--- config.mk ---
export PLATFORM = sky130hd
export DESIGN_NAME = serial_loaded_bank_mapper_flat
export DESIGN_NICKNAME = d
export VERILOG_FILES = /design/src/sv/slbm_pkg.sv /design/src/sv/slbm_if.sv /design/src/sv/slbm_regs.sv /design/src/sv/slbm_addr_map.sv /design/src/sv/serial_loaded_bank_mapper.sv /design/src/flat_wrapper.sv
export SDC_FILE = /design/constraint.sdc
export NUM_CORES = 1
export LEC_CHECK = 0
export BUFFER_PORTS_ARGS = -buffer_cell sky130_fd_sc_hd__buf_2
export CORE_UTILIZATION = 50
export CTS_BUF_LIST = sky130_fd_sc_hd__clkbuf_4 sky130_fd_sc_hd__clkbuf_8
export DETAILED_ROUTE_END_ITERATION = 10
export GPL_TIMING_DRIVEN = 1
export PLACE_DENSITY_LB_ADDON = 0.2
export REMOVE_ABC_BUFFERS = 1
export SKIP_CTS_REPAIR_TIMING = 1
export SYNTH_ARGS = -nofsm -noshare
export SYNTH_HDL_FRONTEND = slang
export SYNTH_SLANG_ARGS = --single-unit
--- constraint.sdc ---
create_clock -name clk -period 2.3 [get_ports clk]
set_clock_uncertainty 0.15 [all_clocks]
set_input_delay 0 -clock clk [delete_from_list [all_inputs] [get_ports clk]]
set_output_delay 0 -clock clk [all_outputs]
set_load 0.01 [all_outputs]
--- src/sv/slbm_pkg.sv ---
`timescale 1ns / 1ps
// Shared types, codes and widths for the serial loaded bank mapper.
// Depends on nothing; every other file of the block imports it.
package slbm_pkg;

  // Field widths of the bus words.
  localparam int REQ_W       = 2;
  localparam int ADDR_W      = 16;
  localparam int DATA_W      = 8;
  localparam int SEL_W       = 2;
  localparam int MADDR_W     = 18;
  localparam int MIRROR_W    = 2;
  localparam int CFG_IDX_W   = 1;
  localparam int CFG_DATA_W  = 5;

  // Register and shifter widths.
  localparam int SHIFT_W     = 5;
  localparam int SHIFT_CNT_W = 3;
  localparam int PRG_MODE_W  = 2;
  localparam int PRG_BANK_W  = 4;
  localparam int CHR_BANK_W  = 5;
  localparam int PRG_OFS_W   = 14;
  localparam int CHR_OFS_W   = 12;

  // Parameter defaults for the top level.
  localparam int PRG_BANK_BITS_DEF     = 4;
  localparam int CHR_RAM_ADDR_BITS_DEF = 15;

  // Request types.
  localparam logic [REQ_W-1:0] REQ_CPU_READ  = 2'd0;
  localparam logic [REQ_W-1:0] REQ_CPU_WRITE = 2'd1;
  localparam logic [REQ_W-1:0] REQ_PPU_READ  = 2'd2;
  localparam logic [REQ_W-1:0] REQ_PPU_WRITE = 2'd3;

  // Memory select codes.
  localparam logic [SEL_W-1:0] SEL_NONE = 2'd0;
  localparam logic [SEL_W-1:0] SEL_PRG  = 2'd1;
  localparam logic [SEL_W-1:0] SEL_CHR  = 2'd2;

  // Serial register targets, from CPU address bits 14..13.
  localparam logic [1:0] TGT_CTRL = 2'd0;
  localparam logic [1:0] TGT_CHR0 = 2'd1;
  localparam logic [1:0] TGT_CHR1 = 2'd2;
  localparam logic [1:0] TGT_PRG  = 2'd3;

  // PRG modes.
  localparam logic [PRG_MODE_W-1:0] PRG_MODE_32K_A     = 2'd0;
  localparam logic [PRG_MODE_W-1:0] PRG_MODE_32K_B     = 2'd1;
  localparam logic [PRG_MODE_W-1:0] PRG_MODE_FIX_FIRST = 2'd2;
  localparam logic [PRG_MODE_W-1:0] PRG_MODE_FIX_LAST  = 2'd3;

  // CHR modes.
  localparam logic CHR_MODE_8K = 1'b0;
  localparam logic CHR_MODE_4K = 1'b1;

  // Mirroring codes.
  localparam logic [MIRROR_W-1:0] MIRROR_HORIZONTAL = 2'd3;

  // Configuration register indexes.
  localparam logic [CFG_IDX_W-1:0] CFG_PRG_BANK_COUNT = 1'b0;
  localparam logic [CFG_IDX_W-1:0] CFG_CHR_IS_RAM     = 1'b1;

  // Shifter count at which the next write commits.
  localparam logic [SHIFT_CNT_W-1:0] SHIFT_LAST = 3'd4;

  // Configuration held by the block.
  typedef struct packed {
    logic [CFG_DATA_W-1:0] prg_bank_count;
    logic                  chr_is_ram;
  } slbm_cfg_t;

  // Mapper registers loaded through the shifter.
  typedef struct packed {
    logic [MIRROR_W-1:0]   mirror_sel;
    logic                  chr_mode;
    logic [PRG_MODE_W-1:0] prg_mode;
    logic [CHR_BANK_W-1:0] chr_bank_lo;
    logic [CHR_BANK_W-1:0] chr_bank_hi;
    logic [PRG_BANK_W-1:0] prg_bank;
  } slbm_state_t;

  // One CPU register write headed for the shifter.
  typedef struct packed {
    logic              en;
    logic [1:0]        target;
    logic [DATA_W-1:0] data;
  } slbm_wr_t;

  // Memory access computed for one word.
  typedef struct packed {
    logic [SEL_W-1:0]   mem_select;
    logic [MADDR_W-1:0] mapped_address;
    logic               chr_write_enable;
    logic [DATA_W-1:0]  chr_write_data;
  } slbm_map_t;

endpackage

--- src/sv/slbm_if.sv ---
`timescale 1ns / 1ps
// Handshake channels of the bank mapper: request, result and configuration.
// Depends on slbm_pkg for field widths.

// Bus request channel.
interface slbm_in_if import slbm_pkg::*; ();
  logic              valid;
  logic              ready;
  logic [REQ_W-1:0]  req_type;
  logic [ADDR_W-1:0] address;
  logic [DATA_W-1:0] write_data;

  modport source(output valid, req_type, address, write_data, input ready);
  modport sink(input valid, req_type, address, write_data, output ready);
endinterface

// Mapped access result channel.
interface slbm_out_if import slbm_pkg::*; ();
  logic                valid;
  logic                ready;
  logic [SEL_W-1:0]    mem_select;
  logic [MADDR_W-1:0]  mapped_address;
  logic                chr_write_enable;
  logic [DATA_W-1:0]   chr_write_data;
  logic [MIRROR_W-1:0] mirroring_mode;
  logic                mirroring_changed;

  modport source(output valid, mem_select, mapped_address, chr_write_enable,
                 chr_write_data, mirroring_mode, mirroring_changed, input ready);
  modport sink(input valid, mem_select, mapped_address, chr_write_enable,
               chr_write_data, mirroring_mode, mirroring_changed, output ready);
endinterface

// Configuration write channel.
interface slbm_cfg_if import slbm_pkg::*; ();
  logic                  valid;
  logic                  ready;
  logic [CFG_IDX_W-1:0]  index;
  logic [CFG_DATA_W-1:0] data;

  modport source(output valid, index, data, input ready);
  modport sink(input valid, index, data, output ready);
endinterface

--- src/sv/slbm_regs.sv ---
`timescale 1ns / 1ps
// Serial load shifter, mapper registers and configuration registers.
// Depends on slbm_pkg and the configuration channel in slbm_if.
module slbm_regs import slbm_pkg::*; (
  input  logic               clk,
  input  logic               rst_n,
  slbm_cfg_if.sink           cfg_bus,
  input  slbm_wr_t           wr,
  output slbm_cfg_t          cfg,
  output slbm_state_t        state,
  output logic               ctrl_commit,
  output logic [MIRROR_W-1:0] mirror_next
);

  logic [SHIFT_W-1:0]     shift_r, shift_nxt;
  logic [SHIFT_CNT_W-1:0] cnt_r, cnt_nxt;
  logic [SHIFT_W-1:0]     value;
  slbm_state_t            state_r, state_nxt;
  slbm_cfg_t              cfg_r, cfg_nxt;

  // Configuration writes are always taken.
  assign cfg_bus.ready = 1'b1;

  always_comb begin
    cfg_nxt = cfg_r;
    if (cfg_bus.valid) begin
      case (cfg_bus.index)
        CFG_PRG_BANK_COUNT: cfg_nxt.prg_bank_count = cfg_bus.data;
        CFG_CHR_IS_RAM:     cfg_nxt.chr_is_ram     = cfg_bus.data[0];
        default:            cfg_nxt = cfg_r;
      endcase
    end
  end

  // The incoming bit enters the shifter from the top; the fifth write commits.
  assign value = {wr.data[0], shift_r[SHIFT_W-1:1]};

  always_comb begin
    shift_nxt   = shift_r;
    cnt_nxt     = cnt_r;
    state_nxt   = state_r;
    ctrl_commit = 1'b0;
    if (wr.en) begin
      if (wr.data[DATA_W-1]) begin
        // A reset write empties the shifter and fixes the last PRG bank.
        shift_nxt          = '0;
        cnt_nxt            = '0;
        state_nxt.prg_mode = PRG_MODE_FIX_LAST;
      end else if (cnt_r == SHIFT_LAST) begin
        shift_nxt = '0;
        cnt_nxt   = '0;
        case (wr.target)
          TGT_CTRL: begin
            state_nxt.mirror_sel = value[1:0];
            state_nxt.prg_mode   = value[3:2];
            state_nxt.chr_mode   = value[4];
            ctrl_commit          = 1'b1;
          end
          TGT_CHR0: state_nxt.chr_bank_lo = value;
          TGT_CHR1: state_nxt.chr_bank_hi = value;
          TGT_PRG:  state_nxt.prg_bank    = value[PRG_BANK_W-1:0];
          default:  state_nxt = state_r;
        endcase
      end else begin
        shift_nxt = value;
        cnt_nxt   = cnt_r + SHIFT_CNT_W'(1);
      end
    end
  end

  always_ff @(posedge clk) begin
    if (!rst_n) begin
      shift_r                <= '0;
      cnt_r                  <= '0;
      state_r.mirror_sel     <= MIRROR_HORIZONTAL;
      state_r.chr_mode       <= CHR_MODE_4K;
      state_r.prg_mode       <= PRG_MODE_FIX_LAST;
      state_r.chr_bank_lo    <= '0;
      state_r.chr_bank_hi    <= '0;
      state_r.prg_bank       <= '0;
      cfg_r.prg_bank_count   <= CFG_DATA_W'(16);
      cfg_r.chr_is_ram       <= 1'b0;
    end else begin
      shift_r <= shift_nxt;
      cnt_r   <= cnt_nxt;
      state_r <= state_nxt;
      cfg_r   <= cfg_nxt;
    end
  end

  assign state       = state_r;
  assign cfg         = cfg_r;
  assign mirror_next = state_nxt.mirror_sel;

  // The shifter never holds more than four pending bits.
  a_cnt_range: assert property (@(posedge clk) disable iff (!rst_n)
    cnt_r <= SHIFT_LAST)
    else $error("shift count out of range");

  // A commit or a reset write leaves the shifter empty.
  a_commit_clears: assert property (@(posedge clk) disable iff (!rst_n)
    wr.en && (wr.data[DATA_W-1] || cnt_r == SHIFT_LAST)
    |=> cnt_r == '0 && shift_r == '0)
    else $error("shifter not cleared");

  // A reset write forces the fixed-last PRG mode.
  a_reset_write_mode: assert property (@(posedge clk) disable iff (!rst_n)
    wr.en && wr.data[DATA_W-1] |=> state_r.prg_mode == PRG_MODE_FIX_LAST)
    else $error("reset write did not force PRG mode");

endmodule

--- src/sv/slbm_addr_map.sv ---
`timescale 1ns / 1ps
// Address translation of CPU PRG reads and PPU CHR accesses.
// Depends on slbm_pkg; purely combinational.
module slbm_addr_map import slbm_pkg::*; #(
  parameter int PRG_BANK_BITS     = PRG_BANK_BITS_DEF,
  parameter int CHR_RAM_ADDR_BITS = CHR_RAM_ADDR_BITS_DEF
) (
  input  slbm_cfg_t          cfg,
  input  slbm_state_t        state,
  input  logic [REQ_W-1:0]   req_type,
  input  logic [ADDR_W-1:0]  address,
  input  logic [DATA_W-1:0]  write_data,
  output slbm_map_t          map
);

  localparam logic [PRG_BANK_W-1:0] PRG_LOW_MASK =
    PRG_BANK_W'((1 << PRG_BANK_BITS) - 1);
  localparam logic [MADDR_W-1:0] CHR_RAM_MASK =
    MADDR_W'((1 << CHR_RAM_ADDR_BITS) - 1);

  logic [CFG_DATA_W-1:0] count_m1;
  logic [PRG_BANK_W-1:0] prg_mask;
  logic                  upper;
  logic [PRG_BANK_W-1:0] prg_bank_sel;
  logic [MADDR_W-1:0]    prg_addr;
  logic [MADDR_W-1:0]    chr_raw;
  logic [MADDR_W-1:0]    chr_addr;
  logic                  cpu_rom;
  logic                  ppu_chr;

  // Bank wrap mask; it also names the fixed last bank.
  assign count_m1 = cfg.prg_bank_count - CFG_DATA_W'(1);
  assign prg_mask = count_m1[PRG_BANK_W-1:0] & PRG_LOW_MASK;
  assign upper    = address[15] & address[14];

  // PRG bank selection by mode.
  always_comb begin
    case (state.prg_mode)
      PRG_MODE_32K_A, PRG_MODE_32K_B:
        prg_bank_sel = {state.prg_bank[PRG_BANK_W-1:1], upper};
      PRG_MODE_FIX_FIRST:
        prg_bank_sel = upper ? state.prg_bank : '0;
      PRG_MODE_FIX_LAST:
        prg_bank_sel = upper ? prg_mask : state.prg_bank;
      default:
        prg_bank_sel = state.prg_bank;
    endcase
  end

  assign prg_addr = {prg_bank_sel & prg_mask, address[PRG_OFS_W-1:0]};

  // CHR offset: one 8 KB window, or two 4 KB windows split on address bit 12.
  always_comb begin
    if (state.chr_mode == CHR_MODE_8K) begin
      chr_raw = MADDR_W'({state.chr_bank_lo[CHR_BANK_W-1:1], address[CHR_OFS_W:0]});
    end else if (!address[CHR_OFS_W]) begin
      chr_raw = MADDR_W'({state.chr_bank_lo, address[CHR_OFS_W-1:0]});
    end else begin
      chr_raw = MADDR_W'({state.chr_bank_hi, address[CHR_OFS_W-1:0]});
    end
  end

  assign chr_addr = cfg.chr_is_ram ? (chr_raw & CHR_RAM_MASK) : chr_raw;

  // Address range checks: PRG at 8000h and up, pattern tables below 2000h.
  assign cpu_rom = address[15];
  assign ppu_chr = (address[15:13] == 3'd0);

  always_comb begin
    map = '0;
    case (req_type)
      REQ_CPU_READ: begin
        if (cpu_rom) begin
          map.mem_select     = SEL_PRG;
          map.mapped_address = prg_addr;
        end
      end
      REQ_PPU_READ: begin
        if (ppu_chr) begin
          map.mem_select     = SEL_CHR;
          map.mapped_address = chr_addr;
        end
      end
      REQ_PPU_WRITE: begin
        if (ppu_chr && cfg.chr_is_ram) begin
          map.mem_select       = SEL_CHR;
          map.mapped_address   = chr_addr;
          map.chr_write_enable = 1'b1;
          map.chr_write_data   = write_data;
        end
      end
      default: map = '0;
    endcase
  end

endmodule

--- src/sv/serial_loaded_bank_mapper.sv ---
`timescale 1ns / 1ps
// Top level of the serial loaded bank mapper: request register, translation
// and result register. Depends on slbm_pkg, slbm_if, slbm_regs and slbm_addr_map.
//
// The mapper takes one bus access per clock unless a held result stalls the
// input, and returns one result word for each. The request is registered at
// acceptance, translated against the bank registers in one pass of shallow
// logic, and registered again at the result port. Register writes through the
// five-write serial shifter take effect for the very next request. While a
// result waits, the request register still takes one more word; after that
// the input stalls until the result is taken. Configuration is written
// through its own port while the block is idle; the user is bound to this,
// and the block itself does not enforce it.
module serial_loaded_bank_mapper import slbm_pkg::*; #(
  parameter int PRG_BANK_BITS     = PRG_BANK_BITS_DEF,
  parameter int CHR_RAM_ADDR_BITS = CHR_RAM_ADDR_BITS_DEF
) (
  input  logic        clk,
  input  logic        rst_n,
  slbm_in_if.sink     in_bus,
  slbm_out_if.source  out_bus,
  slbm_cfg_if.sink    cfg_bus
);

  logic                s1_valid_r, s1_valid_nxt;
  logic [REQ_W-1:0]    s1_type_r;
  logic [ADDR_W-1:0]   s1_addr_r;
  logic [DATA_W-1:0]   s1_data_r;
  logic                out_valid_r, out_valid_nxt;
  slbm_map_t           out_map_r;
  logic [MIRROR_W-1:0] out_mirror_r;
  logic                out_changed_r;
  logic                advance;
  logic                accept;
  slbm_wr_t            wr;
  slbm_cfg_t           cfg;
  slbm_state_t         state;
  logic                ctrl_commit;
  logic [MIRROR_W-1:0] mirror_next;
  slbm_map_t           map;

  // Handshake: the request word moves on when the result register frees up.
  assign advance      = s1_valid_r && (!out_valid_r || out_bus.ready);
  assign in_bus.ready = !s1_valid_r || advance;
  assign accept       = in_bus.valid && in_bus.ready;

  assign s1_valid_nxt  = accept ? 1'b1 : (advance ? 1'b0 : s1_valid_r);
  assign out_valid_nxt = advance ? 1'b1 : (out_bus.ready ? 1'b0 : out_valid_r);

  // Register writes go to the shifter only for addresses at 8000h and up.
  assign wr.en     = advance && (s1_type_r == REQ_CPU_WRITE) && s1_addr_r[15];
  assign wr.target = s1_addr_r[14:13];
  assign wr.data   = s1_data_r;

  slbm_regs u_regs (
    .clk         (clk),
    .rst_n       (rst_n),
    .cfg_bus     (cfg_bus),
    .wr          (wr),
    .cfg         (cfg),
    .state       (state),
    .ctrl_commit (ctrl_commit),
    .mirror_next (mirror_next)
  );

  slbm_addr_map #(
    .PRG_BANK_BITS     (PRG_BANK_BITS),
    .CHR_RAM_ADDR_BITS (CHR_RAM_ADDR_BITS)
  ) u_addr_map (
    .cfg        (cfg),
    .state      (state),
    .req_type   (s1_type_r),
    .address    (s1_addr_r),
    .write_data (s1_data_r),
    .map        (map)
  );

  // Valid flags.
  always_ff @(posedge clk) begin
    if (!rst_n) begin
      s1_valid_r  <= 1'b0;
      out_valid_r <= 1'b0;
    end else begin
      s1_valid_r  <= s1_valid_nxt;
      out_valid_r <= out_valid_nxt;
    end
  end

  // Request and result payload registers.
  always_ff @(posedge clk) begin
    if (accept) begin
      s1_type_r <= in_bus.req_type;
      s1_addr_r <= in_bus.address;
      s1_data_r <= in_bus.write_data;
    end
    if (advance) begin
      out_map_r     <= map;
      out_mirror_r  <= mirror_next;
      out_changed_r <= ctrl_commit;
    end
  end

  assign out_bus.valid             = out_valid_r;
  assign out_bus.mem_select        = out_map_r.mem_select;
  assign out_bus.mapped_address    = out_map_r.mapped_address;
  assign out_bus.chr_write_enable  = out_map_r.chr_write_enable;
  assign out_bus.chr_write_data    = out_map_r.chr_write_data;
  assign out_bus.mirroring_mode    = out_mirror_r;
  assign out_bus.mirroring_changed = out_changed_r;

  // A control commit comes from a register write, which touches no memory.
  a_commit_no_access: assert property (@(posedge clk) disable iff (!rst_n)
    out_bus.valid && out_bus.mirroring_changed |-> out_bus.mem_select == SEL_NONE)
    else $error("control commit with memory access");

  // CHR writes always target CHR memory.
  a_write_is_chr: assert property (@(posedge clk) disable iff (!rst_n)
    out_bus.valid && out_bus.chr_write_enable |-> out_bus.mem_select == SEL_CHR)
    else $error("CHR write outside CHR memory");

  // A word with no access carries a zero offset and no write.
  a_none_zero: assert property (@(posedge clk) disable iff (!rst_n)
    out_bus.valid && out_bus.mem_select == SEL_NONE
    |-> out_bus.mapped_address == '0 && !out_bus.chr_write_enable)
    else $error("idle access carries an address");

endmodule
--- src/flat_wrapper.sv ---
// flat-port wrapper written by rule: the top's interface ports become plain ports
module serial_loaded_bank_mapper_flat import slbm_pkg::*;
#(
  parameter int PRG_BANK_BITS     = PRG_BANK_BITS_DEF,
  parameter int CHR_RAM_ADDR_BITS = CHR_RAM_ADDR_BITS_DEF
)
  (clk, rst_n, in_bus_valid, in_bus_req_type, in_bus_address, in_bus_write_data, in_bus_ready, out_bus_valid, out_bus_mem_select, out_bus_mapped_address, out_bus_chr_write_enable, out_bus_chr_write_data, out_bus_mirroring_mode, out_bus_mirroring_changed, out_bus_ready, cfg_bus_valid, cfg_bus_index, cfg_bus_data, cfg_bus_ready);
  slbm_in_if in_bus_i ();
  slbm_out_if out_bus_i ();
  slbm_cfg_if cfg_bus_i ();
  input  logic clk;
  input  logic rst_n;
  input wire logic [$bits(in_bus_i.valid)-1:0] in_bus_valid;
  input wire logic [$bits(in_bus_i.req_type)-1:0] in_bus_req_type;
  input wire logic [$bits(in_bus_i.address)-1:0] in_bus_address;
  input wire logic [$bits(in_bus_i.write_data)-1:0] in_bus_write_data;
  output wire logic [$bits(in_bus_i.ready)-1:0] in_bus_ready;
  output wire logic [$bits(out_bus_i.valid)-1:0] out_bus_valid;
  output wire logic [$bits(out_bus_i.mem_select)-1:0] out_bus_mem_select;
  output wire logic [$bits(out_bus_i.mapped_address)-1:0] out_bus_mapped_address;
  output wire logic [$bits(out_bus_i.chr_write_enable)-1:0] out_bus_chr_write_enable;
  output wire logic [$bits(out_bus_i.chr_write_data)-1:0] out_bus_chr_write_data;
  output wire logic [$bits(out_bus_i.mirroring_mode)-1:0] out_bus_mirroring_mode;
  output wire logic [$bits(out_bus_i.mirroring_changed)-1:0] out_bus_mirroring_changed;
  input wire logic [$bits(out_bus_i.ready)-1:0] out_bus_ready;
  input wire logic [$bits(cfg_bus_i.valid)-1:0] cfg_bus_valid;
  input wire logic [$bits(cfg_bus_i.index)-1:0] cfg_bus_index;
  input wire logic [$bits(cfg_bus_i.data)-1:0] cfg_bus_data;
  output wire logic [$bits(cfg_bus_i.ready)-1:0] cfg_bus_ready;
  assign in_bus_i.valid = in_bus_valid;
  assign in_bus_i.req_type = in_bus_req_type;
  assign in_bus_i.address = in_bus_address;
  assign in_bus_i.write_data = in_bus_write_data;
  assign in_bus_ready = in_bus_i.ready;
  assign out_bus_valid = out_bus_i.valid;
  assign out_bus_mem_select = out_bus_i.mem_select;
  assign out_bus_mapped_address = out_bus_i.mapped_address;
  assign out_bus_chr_write_enable = out_bus_i.chr_write_enable;
  assign out_bus_chr_write_data = out_bus_i.chr_write_data;
  assign out_bus_mirroring_mode = out_bus_i.mirroring_mode;
  assign out_bus_mirroring_changed = out_bus_i.mirroring_changed;
  assign out_bus_i.ready = out_bus_ready;
  assign cfg_bus_i.valid = cfg_bus_valid;
  assign cfg_bus_i.index = cfg_bus_index;
  assign cfg_bus_i.data = cfg_bus_data;
  assign cfg_bus_ready = cfg_bus_i.ready;
  serial_loaded_bank_mapper #(.PRG_BANK_BITS(PRG_BANK_BITS), .CHR_RAM_ADDR_BITS(CHR_RAM_ADDR_BITS)) u_core (.clk(clk), .rst_n(rst_n), .in_bus(in_bus_i), .out_bus(out_bus_i), .cfg_bus(cfg_bus_i));
endmodule
==> metrics.txt <==
pwr dens 661.5 mW/mm^2; boundary pin count 72; number of synthesized register bits 91; Max Slew Vio Count 0; Worst setup SP type flip-flop; Post-DP HPWL 4262 um; yosys warns 0; Post-synth EDFFs 58; dpl ws 0.3268 ns; Area after DPL 0.004129 mm^2; Max stage delay on crit path 0.56 ns; post-synth cell types 49; htree depth 3; final instance area 0.004697 mm^2; post-synthesis cell area 0.003704 mm^2; ys flop type edfxtp_1; Starting Density 51.34%; Setup crit end kind flip-flop; Setup-failing EPs final 0; # diodes 0; Gate Count Post-Synth 284; Final min period 1.987 ns; largest net degree at the start of global routing 43; grt ovf 0; Critical Path RT 2.38 ns; HP Class in -> reg; max-cap viol count 0; Yosys top cell area share 47.03%; RSZ-0062 raised after global routing false; Seq/Total Area, Yosys 64.86%; Vias/cell 4.843; critical path fanouts, max 12; initial antenna violation count 0; Synth area leaders edfxtp_1, dfxtp_1, mux2i_1; buffer and inverter count on the worst path 1; Max Buffers Root-to-Sink 2; vias after detailed routing 2,407; Worst Slack Setup Final 0.3132 ns; Final Wtd Congestion 0.8266; Max Fclk 503.3 MHz; Clk Latency, worst-skew pair 0.34 ns; CP top delay family simple AND/OR/NAND/NOR gates; fraction of layout cells with a size suffix above 1 29.15%; fin util 65.11%; Die Ht 88.07 um; P_leak 1.857 nW; Max VDD drop 0.0004443 V; cell taking the most area after synthesis edfxtp_1; initial drt markers 124; syn_area_per_cell 13.04 um^2; setup_tns 0 ns; Critical-path top delay cell or4b_4; CTS root buffer clkbuf_8; arrival time worst endpoint 2.06 ns; DRT antenna net count 0; number of fill cells 568; Async SR Flop Fraction 0%; Tcrit/Tclk final 86.38%; Rel. slew slack 55.14%; clock-pin transition on the worst setup and hold timing paths 0.09 ns; failing checks design-rule violations, negative hold slack; final hold violation count 2; first-pass GRT wire length 9811 um; die width 88.07 um; Die ar. 0.007755 mm^2; drt wl/cell 13.57 um; drt first pass iters 7; DRT Wirelength 6745 um; worst-path cell chain or4b_4, or2_4, clkinv_4, nor2_4, and2b_2; CP Class reg -> reg; TritonCTS clock tree built; # nets final 433; CTS Buf Count 9; row cnt 31; vias in the first global route 2,003; status complete, but fails checks; Hold Slack -0.01706 ns; Port Buf Inserts 69; total track usage 17.02%; Slew @ Worst Pin 0.6728 ns; Layout area overhead 26.82%; TritonCTS sink count 91; core area 0.007214 mm^2; DRC Markers 2
## metrics by stage
step | cells | power [mW] | hold slack [ns]
after floorplan | 272 | 1.945 | -0.08806
after global placement | 444 | 2.028 | 0.02669
after detailed placement | 444 | 2.033 | 0.02809
after CTS | 460 | 3.090 | -0.3400
after global routing | 497 | 3.222 | 0.01217
final | 497 | 3.107 | -0.01706
## cell usage in the layout, fill, tap and decap left out, types with 3 or more instances in the layout
cell            n
and2_1         10
o21ai_0         3
nand3_1         8
buf_2          69
buf_4           4
dfxtp_1        33
o211ai_1        3
nor3_1          4
nor2_1          3
nor2b_2         8
a21boi_0        7
inv_1           7
dlygate4sd3_1  37
mux2i_1        24
edfxtp_1       58
nor2b_1        16
a21oi_1         9
clkbuf_8        9
nand2_1        39
ha_1            3
## layer usage
metal / up-vias / global-route usage (%) / wire (um)
met5: - / 0 / 0
met4: 0 / 7.625 / 122
met3: 10 / 3.299 / 202
met2: 61 / 26.78 / 3276
met1: 1120 / 22.97 / 3144
li1: 1216 / - / -
## area by class of cell
class | count | area, um^2 | area share [%]
repair buffers | 110 | 745.7 | 15.88
well taps | 99 | 123.9 | 2.637
flip-flops and latches | 91 | 2402 | 51.15
clock buffers | 9 | 123.9 | 2.637
inverters | 8 | 35.03 | 0.7459
multi-input cells | 173 | 1192 | 25.39
clock inverters | 7 | 73.82 | 1.572
## final timing paths
path                          start                               end  slack, ns  depth (start not counted)
min reg2reg  u_core.u_regs.state[6]            u_core.u_regs.state[6]       0.31                          2
max            u_core.s1_addr_r[14]  u_core.out_bus.mapped_address[1]       0.31                          5
max reg2reg    u_core.s1_addr_r[14]  u_core.out_bus.mapped_address[1]       0.31                          5
min                   cfg_bus_index              u_core.u_regs.cfg[4]      -0.02                          4
## worst min-delay path: stages
cell and delay, ns:
buf_2 0.10, nor2b_1 0.10, mux2i_1 0.16, nor2b_1 0.06
## state kept, by name (all words and copies together), names as in the netlist
signal,flops
u_core.s1_valid_r,1
u_core.u_regs.cnt_r,3
u_core.out_bus.mirroring_mode,2
u_core.u_regs.cfg,5
u_core.u_regs.shift_r,4
u_core.s1_data_r,8
u_core.s1_addr_r,16
u_core.out_bus.mirroring_changed,1
u_core.out_bus.chr_write_enable,1
u_core.out_bus.mapped_address,18
u_core.out_bus.mem_select,2
u_core.out_bus.chr_write_data,8
u_core.out_bus.valid,1
u_core.u_regs.state,19
u_core.s1_type_r,2
## synth_stat cells, types with 3 or more instances
library cell,instances
dfxtp_1,33
inv_1,7
edfxtp_1,58
ha_1,3
o211ai_1,3
nor2b_1,16
nand2_1,39
o21ai_0,3
nand3_1,8
clkbuf_1,8
a21oi_1,9
and2_1,10
mux2i_1,24
nor2b_2,8
a21boi_0,7
nor3_1,4
nor2_1,3
## power breakdown
| group | switching, mW | internal (mW) | leakage (nW) | total (mW) |
|---|---|---|---|---|
| clock | 0.555 | 0.508 | 0.100 | 1.06 |
| sequential | 0.0244 | 1.79 | 0.822 | 1.82 |
| combinational | 0.108 | 0.118 | 0.935 | 0.226 |
| total | 0.688 | 2.42 | 1.86 | 3.11 |
## cells by family after synthesis
| family | count (synthesis) | share of synthesized area (%) |
|---|---|---|
| AO/OA/AOI/OAI | 31 | 5.473 |
| XOR/XNOR | 2 | 0.4731 |
| adder cells (fa/ha/maj) | 3 | 1.014 |
| buffers and inverters | 20 | 2.939 |
| flip-flops | 91 | 64.86 |
| multiplexers | 26 | 7.297 |
| other | 1 | 0.1013 |
| AND/OR/NAND/NOR | 110 | 17.84 |
No activity file was read; power rests on OpenSTA's default activity.
